File: config.mk
export PLATFORM = sky130hd
export DESIGN_NAME = call_line_state_switch_top
export DESIGN_NICKNAME = d
export VERILOG_FILES = /design/src/rtl/cls_pkg.sv /design/src/rtl/cls_ram.sv /design/src/rtl/cls_seq.sv /design/src/rtl/call_line_state_switch_top.sv
export VERILOG_INCLUDE_DIRS = /design/src /design/src/rtl
export SDC_FILE = /design/constraint.sdc
export NUM_CORES = 1
export LEC_CHECK = 0
export ABC_CLOCK_PERIOD_IN_PS = 3900
export BUFFER_PORTS_ARGS = -buffer_cell sky130_fd_sc_hd__buf_2
export CAP_MARGIN = 15
export CORE_UTILIZATION = 30
export DETAILED_ROUTE_END_ITERATION = 16
export PLACE_DENSITY = 0.47
export SKIP_CTS_REPAIR_TIMING = 1
export SLEW_MARGIN = 20
export SYNTH_ARGS = -nofsm -noshare
export SYNTH_HDL_FRONTEND = slang
export SYNTH_SLANG_ARGS = --single-unit
File: constraint.sdc
create_clock -name clk -period 3.9 [get_ports clk]
set_clock_uncertainty 0.1 [all_clocks]
set_input_delay 0.39 -clock clk [delete_from_list [all_inputs] [get_ports clk]]
set_output_delay 0.39 -clock clk [all_outputs]
set_load 0.05 [all_outputs]
File: src/rtl/call_line_state_switch_top_defines.svh
// Assertion macros used by the call line state switch sequencer.
`ifndef CALL_LINE_STATE_SWITCH_TOP_DEFINES_SVH
`define CALL_LINE_STATE_SWITCH_TOP_DEFINES_SVH

// Check a condition at every clock edge outside reset.
`define CLS_CHECK(lbl, cond, msg) \
    lbl: assert property (@(posedge clk) disable iff (!rst_n) (cond)) else $error(msg);

// Check that a condition implies another in the same cycle.
`define CLS_IMPLY(lbl, ante, cons, msg) \
    lbl: assert property (@(posedge clk) disable iff (!rst_n) (ante) |-> (cons)) \
        else $error(msg);

// Check that a condition implies another in the next cycle.
`define CLS_IMPLY_NEXT(lbl, ante, cons, msg) \
    lbl: assert property (@(posedge clk) disable iff (!rst_n) (ante) |=> (cons)) \
        else $error(msg);

`endif

File: src/rtl/cls_pkg.sv
// Types, codes and helpers of the call line state switch.
package cls_pkg;

    typedef logic [2:0] action_t;
    typedef logic [2:0] note_t;
    typedef logic [1:0] status_t;

    // Action codes
    localparam action_t ACT_REGISTER   = 3'd0;
    localparam action_t ACT_UNREGISTER = 3'd1;
    localparam action_t ACT_PICKUP     = 3'd2;
    localparam action_t ACT_HANGUP     = 3'd3;
    localparam action_t ACT_DIAL       = 3'd4;

    // Notice codes, also used as line states
    localparam note_t NOTE_NONE      = 3'd0;
    localparam note_t NOTE_ON_HOOK   = 3'd1;
    localparam note_t NOTE_RINGING   = 3'd2;
    localparam note_t NOTE_DIAL_TONE = 3'd3;
    localparam note_t NOTE_RING_BACK = 3'd4;
    localparam note_t NOTE_BUSY      = 3'd5;
    localparam note_t NOTE_CONNECTED = 3'd6;
    localparam note_t NOTE_ERROR     = 3'd7;

    // Status codes
    localparam status_t STAT_OK         = 2'd0;
    localparam status_t STAT_FULL       = 2'd1;
    localparam status_t STAT_NOT_REG    = 2'd2;
    localparam status_t STAT_BAD_ACTION = 2'd3;

    typedef struct packed {
        action_t    action;
        logic [5:0] unit;
        logic [5:0] dialed_ext;
    } in_item_t;

    typedef struct packed {
        logic [5:0] target_ext;
        note_t      notice;
        logic       carries_ext;
        logic [5:0] shown_ext;
        status_t    status;
        logic       last;
    } out_item_t;

    // One planned write to the line tables
    typedef struct packed {
        logic  en;
        logic  use_en;
        logic  use_val;
        note_t st;
    } wr_op_t;

    // Write enables of the three line tables
    typedef struct packed {
        logic use_we;
        logic st_we;
        logic pt_we;
    } mem_we_t;

    typedef enum logic [3:0] {
        ST_CLEAR,
        ST_IDLE,
        ST_SCAN,
        ST_RD_U,
        ST_RD_D,
        ST_WR0,
        ST_WR1,
        ST_EMIT0,
        ST_EMIT1
    } seq_state_t;

    // Build a notification word; the shown extension is zero without carry
    function automatic out_item_t mk_item(input logic [5:0] target, input note_t note,
                                          input logic carry, input logic [5:0] shown,
                                          input status_t status);
        out_item_t item;
        item.target_ext  = target;
        item.notice      = note;
        item.carries_ext = carry;
        item.shown_ext   = carry ? shown : 6'd0;
        item.status      = status;
        item.last        = 1'b0;
        return item;
    endfunction

endpackage

File: src/rtl/cls_ram.sv
// Single-port-write, single-port-read table with registered read data.
module cls_ram
    import cls_pkg::*;
#(
    parameter int unsigned WIDTH = 1,
    parameter int unsigned DEPTH = 64
)
(
    input  logic                     clk,
    input  logic                     we,
    input  logic [$clog2(DEPTH)-1:0] waddr,
    input  logic [WIDTH-1:0]         wdata,
    input  logic [$clog2(DEPTH)-1:0] raddr,
    output logic [WIDTH-1:0]         rdata
);

    logic [WIDTH-1:0] mem [DEPTH];

    // Write one entry when enabled, read one entry every cycle
    always_ff @(posedge clk)
    begin
        if (we)
        begin
            mem[waddr] <= wdata;
        end
        rdata <= mem[raddr];
    end

endmodule

File: src/rtl/cls_seq.sv
// Sequencer of the call line state switch: clears, scans and updates the line tables.
`include "call_line_state_switch_top_defines.svh"

module cls_seq
    import cls_pkg::*;
#(
    parameter int unsigned NUM_EXTENSIONS = 64
)
(
    input  logic                              clk,
    input  logic                              rst_n,
    input  logic                              in_valid,
    output logic                              in_stall,
    input  in_item_t                          in_data,
    input  logic                              shutting_down,
    output logic [$clog2(NUM_EXTENSIONS)-1:0] raddr,
    output logic [$clog2(NUM_EXTENSIONS)-1:0] waddr,
    output mem_we_t                           mem_we,
    output logic                              wr_use,
    output note_t                             wr_st,
    output logic [$clog2(NUM_EXTENSIONS)-1:0] wr_pt,
    input  logic                              rd_use,
    input  note_t                             rd_st,
    input  logic [$clog2(NUM_EXTENSIONS)-1:0] rd_pt,
    output logic                              emit_valid,
    input  logic                              emit_ready,
    output out_item_t                         emit_item
);

    localparam int unsigned AW = $clog2(NUM_EXTENSIONS);
    localparam int unsigned CW = $clog2(NUM_EXTENSIONS + 1);
    localparam logic [AW-1:0] LAST_ADDR = AW'(NUM_EXTENSIONS - 1);

    seq_state_t    state_reg, state_next;
    logic [AW-1:0] clr_cnt_reg, clr_cnt_next;
    logic [AW-1:0] search_start_reg, search_start_next;
    logic [AW-1:0] scan_addr_reg, scan_addr_next;
    logic [CW-1:0] scan_cnt_reg, scan_cnt_next;
    logic [AW-1:0] chk_addr_reg, chk_addr_next;
    logic          chk_vld_reg, chk_vld_next;
    logic          chk_last_reg, chk_last_next;
    action_t       action_reg, action_next;
    logic [AW-1:0] u_addr_reg, u_addr_next;
    logic [AW-1:0] d_addr_reg, d_addr_next;
    logic          d_ok_reg, d_ok_next;
    wr_op_t        wr0_reg, wr0_next;
    wr_op_t        wr1_reg, wr1_next;
    logic [AW-1:0] wr0_addr_reg, wr0_addr_next;
    logic [AW-1:0] wr1_addr_reg, wr1_addr_next;
    logic          pw_en_reg, pw_en_next;
    out_item_t     res0_reg, res0_next;
    out_item_t     res1_reg, res1_next;
    logic          res1_vld_reg, res1_vld_next;

    logic          unit_ok;
    logic          dial_ok;
    logic [5:0]    u6;
    logic [5:0]    d6;
    logic [5:0]    p6;

    // Step an extension index round robin
    function automatic logic [AW-1:0] next_ext(input logic [AW-1:0] x);
        return (x == LAST_ADDR) ? '0 : x + AW'(1);
    endfunction

    assign unit_ok  = (32'(in_data.unit) < NUM_EXTENSIONS);
    assign dial_ok  = (32'(in_data.dialed_ext) < NUM_EXTENSIONS);
    assign u6       = 6'(u_addr_reg);
    assign d6       = 6'(d_addr_reg);
    assign p6       = 6'(rd_pt);
    assign in_stall = (state_reg != ST_IDLE);

    // Advance control state
    always_ff @(posedge clk or negedge rst_n)
    begin
        if (!rst_n)
        begin
            state_reg        <= ST_CLEAR;
            clr_cnt_reg      <= '0;
            search_start_reg <= '0;
            scan_cnt_reg     <= '0;
            chk_vld_reg      <= 1'b0;
            chk_last_reg     <= 1'b0;
            wr0_reg          <= '0;
            wr1_reg          <= '0;
            pw_en_reg        <= 1'b0;
            res1_vld_reg     <= 1'b0;
        end
        else
        begin
            state_reg        <= state_next;
            clr_cnt_reg      <= clr_cnt_next;
            search_start_reg <= search_start_next;
            scan_cnt_reg     <= scan_cnt_next;
            chk_vld_reg      <= chk_vld_next;
            chk_last_reg     <= chk_last_next;
            wr0_reg          <= wr0_next;
            wr1_reg          <= wr1_next;
            pw_en_reg        <= pw_en_next;
            res1_vld_reg     <= res1_vld_next;
        end
    end

    // Hold the word under work and its planned results
    always_ff @(posedge clk)
    begin
        scan_addr_reg <= scan_addr_next;
        chk_addr_reg  <= chk_addr_next;
        action_reg    <= action_next;
        u_addr_reg    <= u_addr_next;
        d_addr_reg    <= d_addr_next;
        d_ok_reg      <= d_ok_next;
        wr0_addr_reg  <= wr0_addr_next;
        wr1_addr_reg  <= wr1_addr_next;
        res0_reg      <= res0_next;
        res1_reg      <= res1_next;
    end

    // Sequence one word: decode, read the tables, plan, write, emit
    always_comb
    begin
        logic told;
        told              = 1'b0;
        state_next        = state_reg;
        clr_cnt_next      = clr_cnt_reg;
        search_start_next = search_start_reg;
        scan_addr_next    = scan_addr_reg;
        scan_cnt_next     = scan_cnt_reg;
        chk_addr_next     = chk_addr_reg;
        chk_vld_next      = chk_vld_reg;
        chk_last_next     = chk_last_reg;
        action_next       = action_reg;
        u_addr_next       = u_addr_reg;
        d_addr_next       = d_addr_reg;
        d_ok_next         = d_ok_reg;
        wr0_next          = wr0_reg;
        wr1_next          = wr1_reg;
        wr0_addr_next     = wr0_addr_reg;
        wr1_addr_next     = wr1_addr_reg;
        pw_en_next        = pw_en_reg;
        res0_next         = res0_reg;
        res1_next         = res1_reg;
        res1_vld_next     = res1_vld_reg;
        raddr             = u_addr_reg;
        waddr             = wr0_addr_reg;
        mem_we            = '0;
        wr_use            = 1'b0;
        wr_st             = NOTE_ON_HOOK;
        wr_pt             = wr1_addr_reg;
        emit_valid        = 1'b0;
        emit_item         = res0_reg;

        case (state_reg)
            ST_CLEAR:
            begin
                // Sweep every entry to free and on hook
                waddr         = clr_cnt_reg;
                mem_we.use_we = 1'b1;
                mem_we.st_we  = 1'b1;
                clr_cnt_next  = clr_cnt_reg + AW'(1);
                if (clr_cnt_reg == LAST_ADDR)
                begin
                    state_next = ST_IDLE;
                end
            end

            ST_IDLE:
            begin
                raddr = AW'(in_data.unit);
                if (in_valid)
                begin
                    action_next   = in_data.action;
                    u_addr_next   = AW'(in_data.unit);
                    d_addr_next   = AW'(in_data.dialed_ext);
                    d_ok_next     = dial_ok;
                    wr0_next      = '0;
                    wr1_next      = '0;
                    pw_en_next    = 1'b0;
                    res1_vld_next = 1'b0;
                    if (in_data.action == ACT_REGISTER)
                    begin
                        scan_addr_next = search_start_reg;
                        scan_cnt_next  = '0;
                        chk_vld_next   = 1'b0;
                        state_next     = ST_SCAN;
                    end
                    else if (in_data.action inside {[3'd5:3'd7]})
                    begin
                        res0_next  = mk_item(in_data.unit, NOTE_NONE, 1'b0, 6'd0,
                                             STAT_BAD_ACTION);
                        state_next = ST_EMIT0;
                    end
                    else if (!unit_ok)
                    begin
                        res0_next  = mk_item(in_data.unit, NOTE_NONE, 1'b0, 6'd0,
                                             STAT_NOT_REG);
                        state_next = ST_EMIT0;
                    end
                    else
                    begin
                        state_next = ST_RD_U;
                    end
                end
            end

            ST_SCAN:
            begin
                // Issue one read a cycle, check the entry read last cycle
                raddr = scan_addr_reg;
                if (scan_cnt_reg < CW'(NUM_EXTENSIONS))
                begin
                    scan_addr_next = next_ext(scan_addr_reg);
                    scan_cnt_next  = scan_cnt_reg + CW'(1);
                    chk_addr_next  = scan_addr_reg;
                    chk_vld_next   = 1'b1;
                    chk_last_next  = (scan_cnt_reg == CW'(NUM_EXTENSIONS - 1));
                end
                else
                begin
                    chk_vld_next = 1'b0;
                end
                if (chk_vld_reg)
                begin
                    if (!rd_use)
                    begin
                        wr0_next          = '{en: 1'b1, use_en: 1'b1, use_val: 1'b1,
                                              st: NOTE_ON_HOOK};
                        wr0_addr_next     = chk_addr_reg;
                        search_start_next = next_ext(search_start_reg);
                        res0_next         = mk_item(6'(chk_addr_reg), NOTE_ON_HOOK, 1'b1,
                                                    6'(chk_addr_reg), STAT_OK);
                        state_next        = ST_WR0;
                    end
                    else if (chk_last_reg)
                    begin
                        res0_next  = mk_item(6'd0, NOTE_NONE, 1'b0, 6'd0, STAT_FULL);
                        state_next = ST_EMIT0;
                    end
                end
            end

            ST_RD_U:
            begin
                // Entry of the unit is on the read port; fetch the dialed one next
                raddr      = d_addr_reg;
                state_next = ST_WR0;
                if (!rd_use)
                begin
                    res0_next  = mk_item(u6, NOTE_NONE, 1'b0, 6'd0, STAT_NOT_REG);
                    state_next = ST_EMIT0;
                end
                else
                begin
                    case (action_reg)
                        ACT_UNREGISTER:
                        begin
                            if (rd_st == NOTE_CONNECTED || rd_st == NOTE_RINGING)
                            begin
                                wr0_next      = '{en: 1'b1, use_en: 1'b0, use_val: 1'b0,
                                                  st: NOTE_DIAL_TONE};
                                wr0_addr_next = rd_pt;
                                if (!shutting_down)
                                begin
                                    res0_next = mk_item(p6, NOTE_DIAL_TONE, 1'b0, 6'd0,
                                                        STAT_OK);
                                    told      = 1'b1;
                                end
                            end
                            else if (rd_st == NOTE_RING_BACK)
                            begin
                                wr0_next      = '{en: 1'b1, use_en: 1'b0, use_val: 1'b0,
                                                  st: NOTE_ON_HOOK};
                                wr0_addr_next = rd_pt;
                                if (!shutting_down)
                                begin
                                    res0_next = mk_item(p6, NOTE_ON_HOOK, 1'b1, p6, STAT_OK);
                                    told      = 1'b1;
                                end
                            end
                            wr1_next      = '{en: 1'b1, use_en: 1'b1, use_val: 1'b0,
                                              st: NOTE_ON_HOOK};
                            wr1_addr_next = u_addr_reg;
                            if (!told)
                            begin
                                res0_next = mk_item(u6, NOTE_NONE, 1'b0, 6'd0, STAT_OK);
                            end
                        end

                        ACT_PICKUP:
                        begin
                            if (rd_st == NOTE_ON_HOOK)
                            begin
                                wr0_next      = '{en: 1'b1, use_en: 1'b0, use_val: 1'b0,
                                                  st: NOTE_DIAL_TONE};
                                wr0_addr_next = u_addr_reg;
                                res0_next     = mk_item(u6, NOTE_DIAL_TONE, 1'b0, 6'd0,
                                                        STAT_OK);
                            end
                            else if (rd_st == NOTE_RINGING)
                            begin
                                wr0_next      = '{en: 1'b1, use_en: 1'b0, use_val: 1'b0,
                                                  st: NOTE_CONNECTED};
                                wr0_addr_next = u_addr_reg;
                                wr1_next      = '{en: 1'b1, use_en: 1'b0, use_val: 1'b0,
                                                  st: NOTE_CONNECTED};
                                wr1_addr_next = rd_pt;
                                res0_next     = mk_item(u6, NOTE_CONNECTED, 1'b1, p6, STAT_OK);
                                res1_next     = mk_item(p6, NOTE_CONNECTED, 1'b1, u6, STAT_OK);
                                res1_vld_next = 1'b1;
                            end
                            else
                            begin
                                res0_next = mk_item(u6, rd_st, 1'b0, 6'd0, STAT_OK);
                            end
                        end

                        ACT_HANGUP:
                        begin
                            wr0_next      = '{en: 1'b1, use_en: 1'b0, use_val: 1'b0,
                                              st: NOTE_ON_HOOK};
                            wr0_addr_next = u_addr_reg;
                            res0_next     = mk_item(u6, NOTE_ON_HOOK, 1'b1, u6, STAT_OK);
                            if (rd_st == NOTE_CONNECTED || rd_st == NOTE_RINGING)
                            begin
                                wr1_next      = '{en: 1'b1, use_en: 1'b0, use_val: 1'b0,
                                                  st: NOTE_DIAL_TONE};
                                wr1_addr_next = rd_pt;
                                res1_next     = mk_item(p6, NOTE_DIAL_TONE, 1'b0, 6'd0,
                                                        STAT_OK);
                                res1_vld_next = 1'b1;
                            end
                            else if (rd_st == NOTE_RING_BACK)
                            begin
                                wr1_next      = '{en: 1'b1, use_en: 1'b0, use_val: 1'b0,
                                                  st: NOTE_ON_HOOK};
                                wr1_addr_next = rd_pt;
                                res1_next     = mk_item(p6, NOTE_ON_HOOK, 1'b1, p6, STAT_OK);
                                res1_vld_next = 1'b1;
                            end
                        end

                        ACT_DIAL:
                        begin
                            if (rd_st == NOTE_ON_HOOK)
                            begin
                                res0_next = mk_item(u6, NOTE_ON_HOOK, 1'b1, u6, STAT_OK);
                            end
                            else if (rd_st != NOTE_DIAL_TONE)
                            begin
                                res0_next = mk_item(u6, rd_st, 1'b0, 6'd0, STAT_OK);
                            end
                            else if (!d_ok_reg)
                            begin
                                wr0_next      = '{en: 1'b1, use_en: 1'b0, use_val: 1'b0,
                                                  st: NOTE_ERROR};
                                wr0_addr_next = u_addr_reg;
                                res0_next     = mk_item(u6, NOTE_ERROR, 1'b0, 6'd0, STAT_OK);
                            end
                            else
                            begin
                                state_next = ST_RD_D;
                            end
                        end

                        default:
                        begin
                            res0_next  = mk_item(u6, NOTE_NONE, 1'b0, 6'd0, STAT_BAD_ACTION);
                            state_next = ST_EMIT0;
                        end
                    endcase
                end
            end

            ST_RD_D:
            begin
                // Entry of the dialed extension is on the read port
                state_next    = ST_WR0;
                wr0_addr_next = u_addr_reg;
                if (!rd_use)
                begin
                    wr0_next  = '{en: 1'b1, use_en: 1'b0, use_val: 1'b0, st: NOTE_ERROR};
                    res0_next = mk_item(u6, NOTE_ERROR, 1'b0, 6'd0, STAT_OK);
                end
                else if (d_addr_reg == u_addr_reg || rd_st != NOTE_ON_HOOK)
                begin
                    wr0_next  = '{en: 1'b1, use_en: 1'b0, use_val: 1'b0, st: NOTE_BUSY};
                    res0_next = mk_item(u6, NOTE_BUSY, 1'b0, 6'd0, STAT_OK);
                end
                else
                begin
                    wr0_next      = '{en: 1'b1, use_en: 1'b0, use_val: 1'b0,
                                      st: NOTE_RING_BACK};
                    wr1_next      = '{en: 1'b1, use_en: 1'b0, use_val: 1'b0,
                                      st: NOTE_RINGING};
                    wr1_addr_next = d_addr_reg;
                    pw_en_next    = 1'b1;
                    res0_next     = mk_item(u6, NOTE_RING_BACK, 1'b0, 6'd0, STAT_OK);
                    res1_next     = mk_item(d6, NOTE_RINGING, 1'b0, 6'd0, STAT_OK);
                    res1_vld_next = 1'b1;
                end
            end

            ST_WR0:
            begin
                waddr         = wr0_addr_reg;
                mem_we.use_we = wr0_reg.en & wr0_reg.use_en;
                mem_we.st_we  = wr0_reg.en;
                mem_we.pt_we  = wr0_reg.en & pw_en_reg;
                wr_use        = wr0_reg.use_val;
                wr_st         = wr0_reg.st;
                wr_pt         = wr1_addr_reg;
                state_next    = ST_WR1;
            end

            ST_WR1:
            begin
                waddr         = wr1_addr_reg;
                mem_we.use_we = wr1_reg.en & wr1_reg.use_en;
                mem_we.st_we  = wr1_reg.en;
                mem_we.pt_we  = wr1_reg.en & pw_en_reg;
                wr_use        = wr1_reg.use_val;
                wr_st         = wr1_reg.st;
                wr_pt         = wr0_addr_reg;
                state_next    = ST_EMIT0;
            end

            ST_EMIT0:
            begin
                emit_valid     = 1'b1;
                emit_item      = res0_reg;
                emit_item.last = !res1_vld_reg;
                if (emit_ready)
                begin
                    state_next = res1_vld_reg ? ST_EMIT1 : ST_IDLE;
                end
            end

            ST_EMIT1:
            begin
                emit_valid     = 1'b1;
                emit_item      = res1_reg;
                emit_item.last = 1'b1;
                if (emit_ready)
                begin
                    state_next = ST_IDLE;
                end
            end

            default:
            begin
                state_next = ST_IDLE;
            end
        endcase
    end

    `CLS_IMPLY_NEXT(a_last_ends_word, emit_valid && emit_ready && emit_item.last, state_reg == ST_IDLE, "word not closed after last result")
    `CLS_IMPLY(a_second_planned, state_reg == ST_EMIT1, res1_vld_reg, "second result without plan")
    `CLS_IMPLY_NEXT(a_pointer_moves_in_scan, state_reg != ST_SCAN, $stable(search_start_reg), "search pointer moved outside scan")
    `CLS_CHECK(a_pointer_in_range, 32'(search_start_reg) < NUM_EXTENSIONS, "search pointer out of range")

endmodule

File: src/rtl/call_line_state_switch_top.sv
// Top level of the call line state switch: line tables, sequencer, result register.
//
// Call line state switch for NUM_EXTENSIONS extensions. Each input word is an
// action (register, unregister, pickup, hangup, dial) and gives one or two
// notification words, the final one marked by last. Words are taken one at a
// time: in_stall is low only while the sequencer is idle. For unregister,
// pickup, hangup and dial on a registered unit a word passes the idle state
// that takes it, a table read of the unit, a read of the dialed extension for
// dial, two write slots and one emit state per result. A bad action or a unit
// beyond the switch goes straight from idle to emit, an unregistered unit
// after the read of the unit. Register scans the in-use table from the search
// pointer one entry per cycle through its read port. A result waits while the
// result register is full and stalled. After reset a clearing pass frees every
// entry before the first word is taken; shutting_down may be written at any
// time the block is idle.
module call_line_state_switch_top
    import cls_pkg::*;
#(
    parameter int unsigned NUM_EXTENSIONS = 64
)
(
    input  logic      clk,
    input  logic      rst_n,
    input  logic      in_valid,
    output logic      in_stall,
    input  in_item_t  in_data,
    output logic      out_valid,
    input  logic      out_stall,
    output out_item_t out_data,
    input  logic      cfg_wr_en,
    input  logic      cfg_wr_data
);

    localparam int unsigned AW = $clog2(NUM_EXTENSIONS);

    logic          shutting_down_reg;
    logic          out_valid_reg;
    out_item_t     out_data_reg;

    logic [AW-1:0] raddr;
    logic [AW-1:0] waddr;
    mem_we_t       mem_we;
    logic          wr_use;
    note_t         wr_st;
    logic [AW-1:0] wr_pt;
    logic          rd_use;
    note_t         rd_st;
    logic [AW-1:0] rd_pt;
    logic          emit_valid;
    logic          emit_ready;
    out_item_t     emit_item;

    // Hold the configuration register
    always_ff @(posedge clk or negedge rst_n)
    begin
        if (!rst_n)
        begin
            shutting_down_reg <= 1'b0;
        end
        else if (cfg_wr_en)
        begin
            shutting_down_reg <= cfg_wr_data;
        end
    end

    // Load a result word when the register is free or being drained
    assign emit_ready = !out_valid_reg || !out_stall;

    always_ff @(posedge clk or negedge rst_n)
    begin
        if (!rst_n)
        begin
            out_valid_reg <= 1'b0;
        end
        else if (emit_valid && emit_ready)
        begin
            out_valid_reg <= 1'b1;
        end
        else if (!out_stall)
        begin
            out_valid_reg <= 1'b0;
        end
    end

    always_ff @(posedge clk)
    begin
        if (emit_valid && emit_ready)
        begin
            out_data_reg <= emit_item;
        end
    end

    assign out_valid = out_valid_reg;
    assign out_data  = out_data_reg;

    cls_seq #(
        .NUM_EXTENSIONS(NUM_EXTENSIONS)
    ) u_seq (
        .clk          (clk),
        .rst_n        (rst_n),
        .in_valid     (in_valid),
        .in_stall     (in_stall),
        .in_data      (in_data),
        .shutting_down(shutting_down_reg),
        .raddr        (raddr),
        .waddr        (waddr),
        .mem_we       (mem_we),
        .wr_use       (wr_use),
        .wr_st        (wr_st),
        .wr_pt        (wr_pt),
        .rd_use       (rd_use),
        .rd_st        (rd_st),
        .rd_pt        (rd_pt),
        .emit_valid   (emit_valid),
        .emit_ready   (emit_ready),
        .emit_item    (emit_item)
    );

    // In-use marks
    cls_ram #(
        .WIDTH(1),
        .DEPTH(NUM_EXTENSIONS)
    ) u_use_ram (
        .clk  (clk),
        .we   (mem_we.use_we),
        .waddr(waddr),
        .wdata(wr_use),
        .raddr(raddr),
        .rdata(rd_use)
    );

    // Line states
    cls_ram #(
        .WIDTH(3),
        .DEPTH(NUM_EXTENSIONS)
    ) u_st_ram (
        .clk  (clk),
        .we   (mem_we.st_we),
        .waddr(waddr),
        .wdata(wr_st),
        .raddr(raddr),
        .rdata(rd_st)
    );

    // Partner extensions
    cls_ram #(
        .WIDTH(AW),
        .DEPTH(NUM_EXTENSIONS)
    ) u_pt_ram (
        .clk  (clk),
        .we   (mem_we.pt_we),
        .waddr(waddr),
        .wdata(wr_pt),
        .raddr(raddr),
        .rdata(rd_pt)
    );

endmodule

After elaboration in Yosys (flattened, before gate mapping)

Memories as Yosys holds them, arrays and structs flattened. A register that Yosys moved wholly into a read port is not among the register bits.
Index checks and enable logic that the tools add are counted.

Add/subtract/negate cells: 4
Magnitude comparators: 3
Eq/ne operators: 54
Multiplexer cells: 126
Bitwise logic cells: 5
Reduce and logical (&&, ||, !) cells: 32

Operators with widths:

| cell                  | number |
|---|---|
| $mux W19              | 21 |
| $mux W6               | 31 |
| $pmux W19 S4          | 2 |
| $pmux W6 S3           | 7 |
| $pmux W19 S2          | 3 |
| $mux W4               | 11 |
| $pmux W4 S9           | 1 |
| $pmux W6 S2           | 3 |
| $mux W1               | 28 |
| $mux W13              | 2 |
| $pmux W6 S4           | 1 |
| $mux W7               | 3 |
| $reduce_and A10 Y1    | 2 |
| $add A6 B1 Y6 const B | 3 |
| $eq A6 B6 Y1 const B  | 3 |
| $ne A6 B6 Y1 const B  | 3 |
| $reduce_and A9 Y1     | 2 |
| $eq A4 B3 Y1 const B  | 4 |
| $ne A2 B1 Y1 const B  | 8 |
| $reduce_and A8 Y1     | 2 |
| $ne A3 B3 Y1 const B  | 5 |
| $ne A2 B2 Y1 const B  | 7 |
| $pmux W7 S2           | 1 |
| $mux W12              | 1 |
| other kinds (43)      | 70 |

Register bits after elaboration: 136
RAM bits: 640
Input port bits: 21
Output and inout port bits: 21
Logic and storage cells: 269
Memories kept: 3

Memories:

| name          | words | width | rd ports | clocked after memory_dff | wr ports | RTL line      | text |
|---|---|---|---|---|---|---|---|
| u_pt_ram.mem  | 64    | 6     | 1        | 1                        | 1        | cls_ram.sv:17 | `logic [WIDTH-1:0] mem [DEPTH];` |
| u_st_ram.mem  | 64    | 3     | 1        | 1                        | 1        | cls_ram.sv:17 |  |
| u_use_ram.mem | 64    | 1     | 1        | 1                        | 1        | cls_ram.sv:17 |  |

Depth between registers and ports, before layout

Depth after elaboration: 10
Gate-level depth with buffers: 14
Gate-level depth less buffers: 8

Cells and area by module

Synthesis repeated with hierarchy kept, for this count alone.

Cell total of the unflattened synthesis: 1982
Area, all modules: 32800.2 um2

Modules (own cells, without submodules):

| module                     | times used | cells an instance | area an instance (um2) | sequential area each (um2) |
|---|---|---|---|---|
| cls_ram (u_pt_ram)         | 1          | 729               | 15205.8                | 11651.2 |
| cls_ram (u_st_ram)         | 1          | 432               | 7915.1                 | 5825.6 |
| cls_seq                    | 1          | 592               | 6110.9                 | 3118.0 |
| cls_ram (u_use_ram)        | 1          | 204               | 2914.0                 | 1941.9 |
| call_line_state_switch_top | 1          | 25                | 654.4                  | 620.6 |

Least setup slack after synthesis

No wires, ideal clock.

Path type: reg2reg
Start point: reg u_seq.state_reg[1]
End point: reg u_seq.res0_reg[10] (netlist name), enable pin
Setup time: 0.416 ns
Arrival time: 2.966 ns
Required time: 3.384 ns
Slack: 0.419 ns
Stages on the path, launching flop included: 10
Buffers on the path: 3
Period minus slack after synthesis: 3.481 ns
Cell sequence: dfrtp_1 -> buf_2 -> buf_2 -> buf_2 -> nor2b_1 -> inv_1 -> or2_2 -> a21oi_1 -> nor2_1 -> nor3_1

Longest elaborated chain between the ends: 3
Elaborated cells on any way between the ends: 15
Classes of those cells: 13 x eq/ne; 2 x reduce/logical

RTL lines:

| what                                                 | RTL line       | text |
|---|---|---|
| from (decl)                                          | cls_seq.sv:34  | `seq_state_t state_reg, state_next;` |
| from (signal assigned)                               | cls_seq.sv:91  | `state_reg <= state_next;` |
| $eq A4 B2 Y1, or another cell as far along           | cls_seq.sv:153 | `case (state_reg)` |
| $ne A6 B6 Y1 (no line), or another cell as far along | --             |  |
| $reduce_and A10 Y1 (no line) *                       | --             |  |
| to (signal assigned)                                 | cls_seq.sv:115 | `res0_reg <= res0_next;` |
| to (decl)                                            | cls_seq.sv:51  | `out_item_t res0_reg, res0_next;` |

Every way passes the cells marked *; elsewhere a longest branch is shown, timed or not.
A chain may end at the register's enable or synchronous reset.

Worst setup path after layout

Start point: reg u_seq.state_reg[1]
End point: reg u_pt_ram.rdata[4], read port of u_pt_ram.mem

Longest elaborated chain between the ends: 2
Elaborated cells on any way between the ends: 4
Classes of those cells: 3 x eq/ne; 1 x mux

RTL lines:

| what                                         | RTL line       | text |
|---|---|---|
| $eq A4 B2 Y1 or $eq A4 B1 Y1 (tied branches) | cls_seq.sv:153 |  |
| $pmux W6 S3 *                                | cls_seq.sv:153 |  |
| to (decl)                                    | cls_ram.sv:14  | `output logic [WIDTH-1:0] rdata` |

Marks and branches as above.

==> results.py <==
metrics = {
    "status": {
        "outcome": "finished clean",
    },
    "die": {
        "row_count": 121,
        "die_y_um": 335,
        "ios": 42,
        "die-area_um2": 112000,
        "die_x_um": 335,
        "initial_core_util_pct": 30.5,
        "core_um2": 109000,
    },
    "power_and_ir_drop": {
        "ir_drop_mv": 0.560,
        "power_density_nw_per_um2": 903,
        "p_leak_nw": 13.2,
    },
    "worst_setup_path": {
        "cp.required_ns": 4.33,
        "crit_path_start": "u_seq.state_reg[1]",
        "crit_type": "register to register",
        "critPathCapture": "u_pt_ram.rdata[4]",
        "r2r-start": "u_seq.state_reg[1]",
        "r2r-end": "u_pt_ram.rdata[4]",
        "cp-end-kind": "register",
        "r2r_cells": 10,
        "rrSetupSlack_ns": 0.14,
        "cp_max_fo": 24,
        "critPathArrivalTime_ns": 4.18,
        "startpoint_type": "register",
    },
    "yosys": {
        "synth_compound_area_share_pct": 8.25,
        "synth_top_family_by_area": "simple AND/OR/NAND/NOR gates",
        "synth_cell_types": 74,
        "yosysSeqAreaShare_pct": 69.5,
        "synthAdderAreaFrac_pct": 0.150,
        "yosysWarnings": 0,
        "synth_area_per_cell_um2": 13.6,
        "synth_nets": 2484,
        "synth.mux.area_fraction_pct": 6.64,
        "synthXorXnorAreaFrac_pct": 0.657,
        "syn_area_um2": 33300,
        "synth-seq-cells": 781,
        "synth_edf_count": 732,
        "async_flop_share_pct": 4.99,
        "synthFlopType": "edfxtp_1",
        "synth-simple-area-share_pct": 11.8,
        "netlist_instances": 2459,
    },
    "place": {
        "hpwl_mm": 64.8,
        "dp.cells": 3975,
        "pre_cts_slack_ns": 0.00404,
        "dpl_cell_area_um2": 36100,
        "portBuffers": 41,
        "gp_congestion": 0.865,
    },
    "detailed_routing": {
        "drt_iter0_drc": 1873,
        "first_pass_iters": 7,
        "route.vias.total": 21500,
        "drt-vias-per-instance": 5.18,
        "drc": 0,
        "antenna_left": 0,
        "wirelength_mm": 98.0,
        "avgRoutedWirePerCell_um": 23.6,
    },
    "final_layout": {
        "area_delta_synth_final_pct": 17.3,
        "antennaDiodeCount": 0,
        "drive_gt1_share_pct": 17.8,
        "stdcell_count": 4151,
        "final_core_util_pct": 35.7,
        "nets": 2632,
        "largest_reg_flops": 384,
        "final_cell_mix": "edfxtp_1, nand2_1, buf_4",
        "final_common_cell": "edfxtp_1",
        "reg_top3": "u_pt_ram.mem: 384 flops, u_st_ram.mem: 192 flops, u_use_ram.mem: 64 flops",
        "regMostFlops": "u_pt_ram.mem",
        "fin_area_um2": 39100,
    },
    "timing": {
        "relSlewSlack_pct": 32.9,
        "hold_violations": 0,
        "rsz0062_at_grt": "true",
        "worst_pin_slew_ns": 1.00,
        "min_period_ns": 3.76,
        "finalCritPeriodShare_pct": 96.4,
        "drv_slew": 0,
        "setup_violations": 0,
        "finalWorstSetupSlack_ns": 0.140,
        "fmax_mhz": 266,
    },
    "global_route": {
        "grt_start_max_net_pins": 65,
        "antenna_found_initial": 0,
        "grt_usage_pct": 17.3,
        "grt_pass1_vias": 21500,
        "grt_overflow": 0,
        "grt_pass1_wl_mm": 145,
    },
    "worst_hold_path": {
        "hp-class": "input port to register",
        "hold_path_startpoint": "in_valid",
    },
    "clock_tree": {
        "cts_root_buf": "clkbuf_16",
        "clk_pin_slew_ns": 0.06,
        "cts-htree-levels": 3,
        "cts_tree": "yes",
        "clkLatencyLatePin_ns": 0.64,
        "clock_path_buffers": 3,
        "cts.sinks": 781,
        "numCtsBuffers": 87,
    },
    "flow_run": {
        "cap_violations": 0,
    },
}
cells in the mapped netlist, types with 39 or more instances:
cell      number  share of area (%)
edfxtp_1     732                 66
nand2_1      370                4.2
nor3_1       137                2.1
nor2_1       128                1.4
mux2i_1      102                3.1
clkbuf_1      93                1.0
mux2_2        88                3.0
a21oi_1       74                1.1
and3_1        69                1.3
nand3_1       56               0.84
o21ai_0       52               0.78
dfrtp_1       39                2.9
area by class of cell:
class                   instances  area, um2
clock inverters                33        390
flip-flops and latches        781      23200
multi-input cells            1479       9310
inverters                      21       78.8
clock buffers                 124       2410
fillers                     10500      70400
repair buffers                237       1900
well taps                    1476       1850
worst max-delay path, cell delays in order, from the launching register on:
cell      delay [ns]
dfrtp_1         0.60
or4b_1          0.48
o22ai_1         0.30
or3_2           0.34
buf_4           0.31
nor2_2          0.14
buf_12          0.21
a221oi_2        0.39
a21boi_0        0.35
o22a_1          0.31
o22ai_1         0.10
worst min-delay path by stage:
stage,cells after the start,slack (ns),end
final,4,0.003,u_seq.scan_cnt_reg[1]
after global routing,4,0.02,u_seq.scan_cnt_reg[1]
after CTS,1,-0.21,u_seq.d6[0]
after detailed placement,2,0.37,u_seq.wr0_reg[1]
after global placement,2,0.37,u_seq.wr0_reg[4]
after floorplan,0,-0.006,out_valid
power by group:
group | switching [mW] | leakage, nW | internal, mW
clock | 3.29 | 1.36 | 4.82
combinational | 10.8 | 4.69 | 4.85
sequential | 0.573 | 7.11 | 11.0
per-layer routing:
layer,part of all wire [%],track usage (%),wire (um)
met4,2.3,4.70,2290
met5,0,0,0
met2,48,28.7,47100
met1,44,23.3,43000
met3,5.7,3.16,5550
per-stage QoR:
| stage | setup TNS, ns | hold slack [ns] | power [mW] |
|---|---|---|---|
| 3_3_place_gp | 0 | 0.368 | 27.2 |
| 2_1_floorplan | 0 | -0.00559 | 20.9 |
| 3_5_place_dp | 0 | 0.375 | 27.3 |
| 5_1_grt | -0.00696 | 0.0241 | 36.9 |
| 4_1_cts | -0.00225 | -0.208 | 35.4 |
| 6_report | 0 | 0.00253 | 35.3 |
logic make-up after synthesis:
group | after synthesis
and+or+nand+nor | 854
DFF | 781
AOI/OAI and AO/OA | 397
buffers and inverters | 199
muxes | 199
xor gates and xnor gates | 25
adders and majority gates | 4
Note: power is estimated with default switching activity, not from simulation.
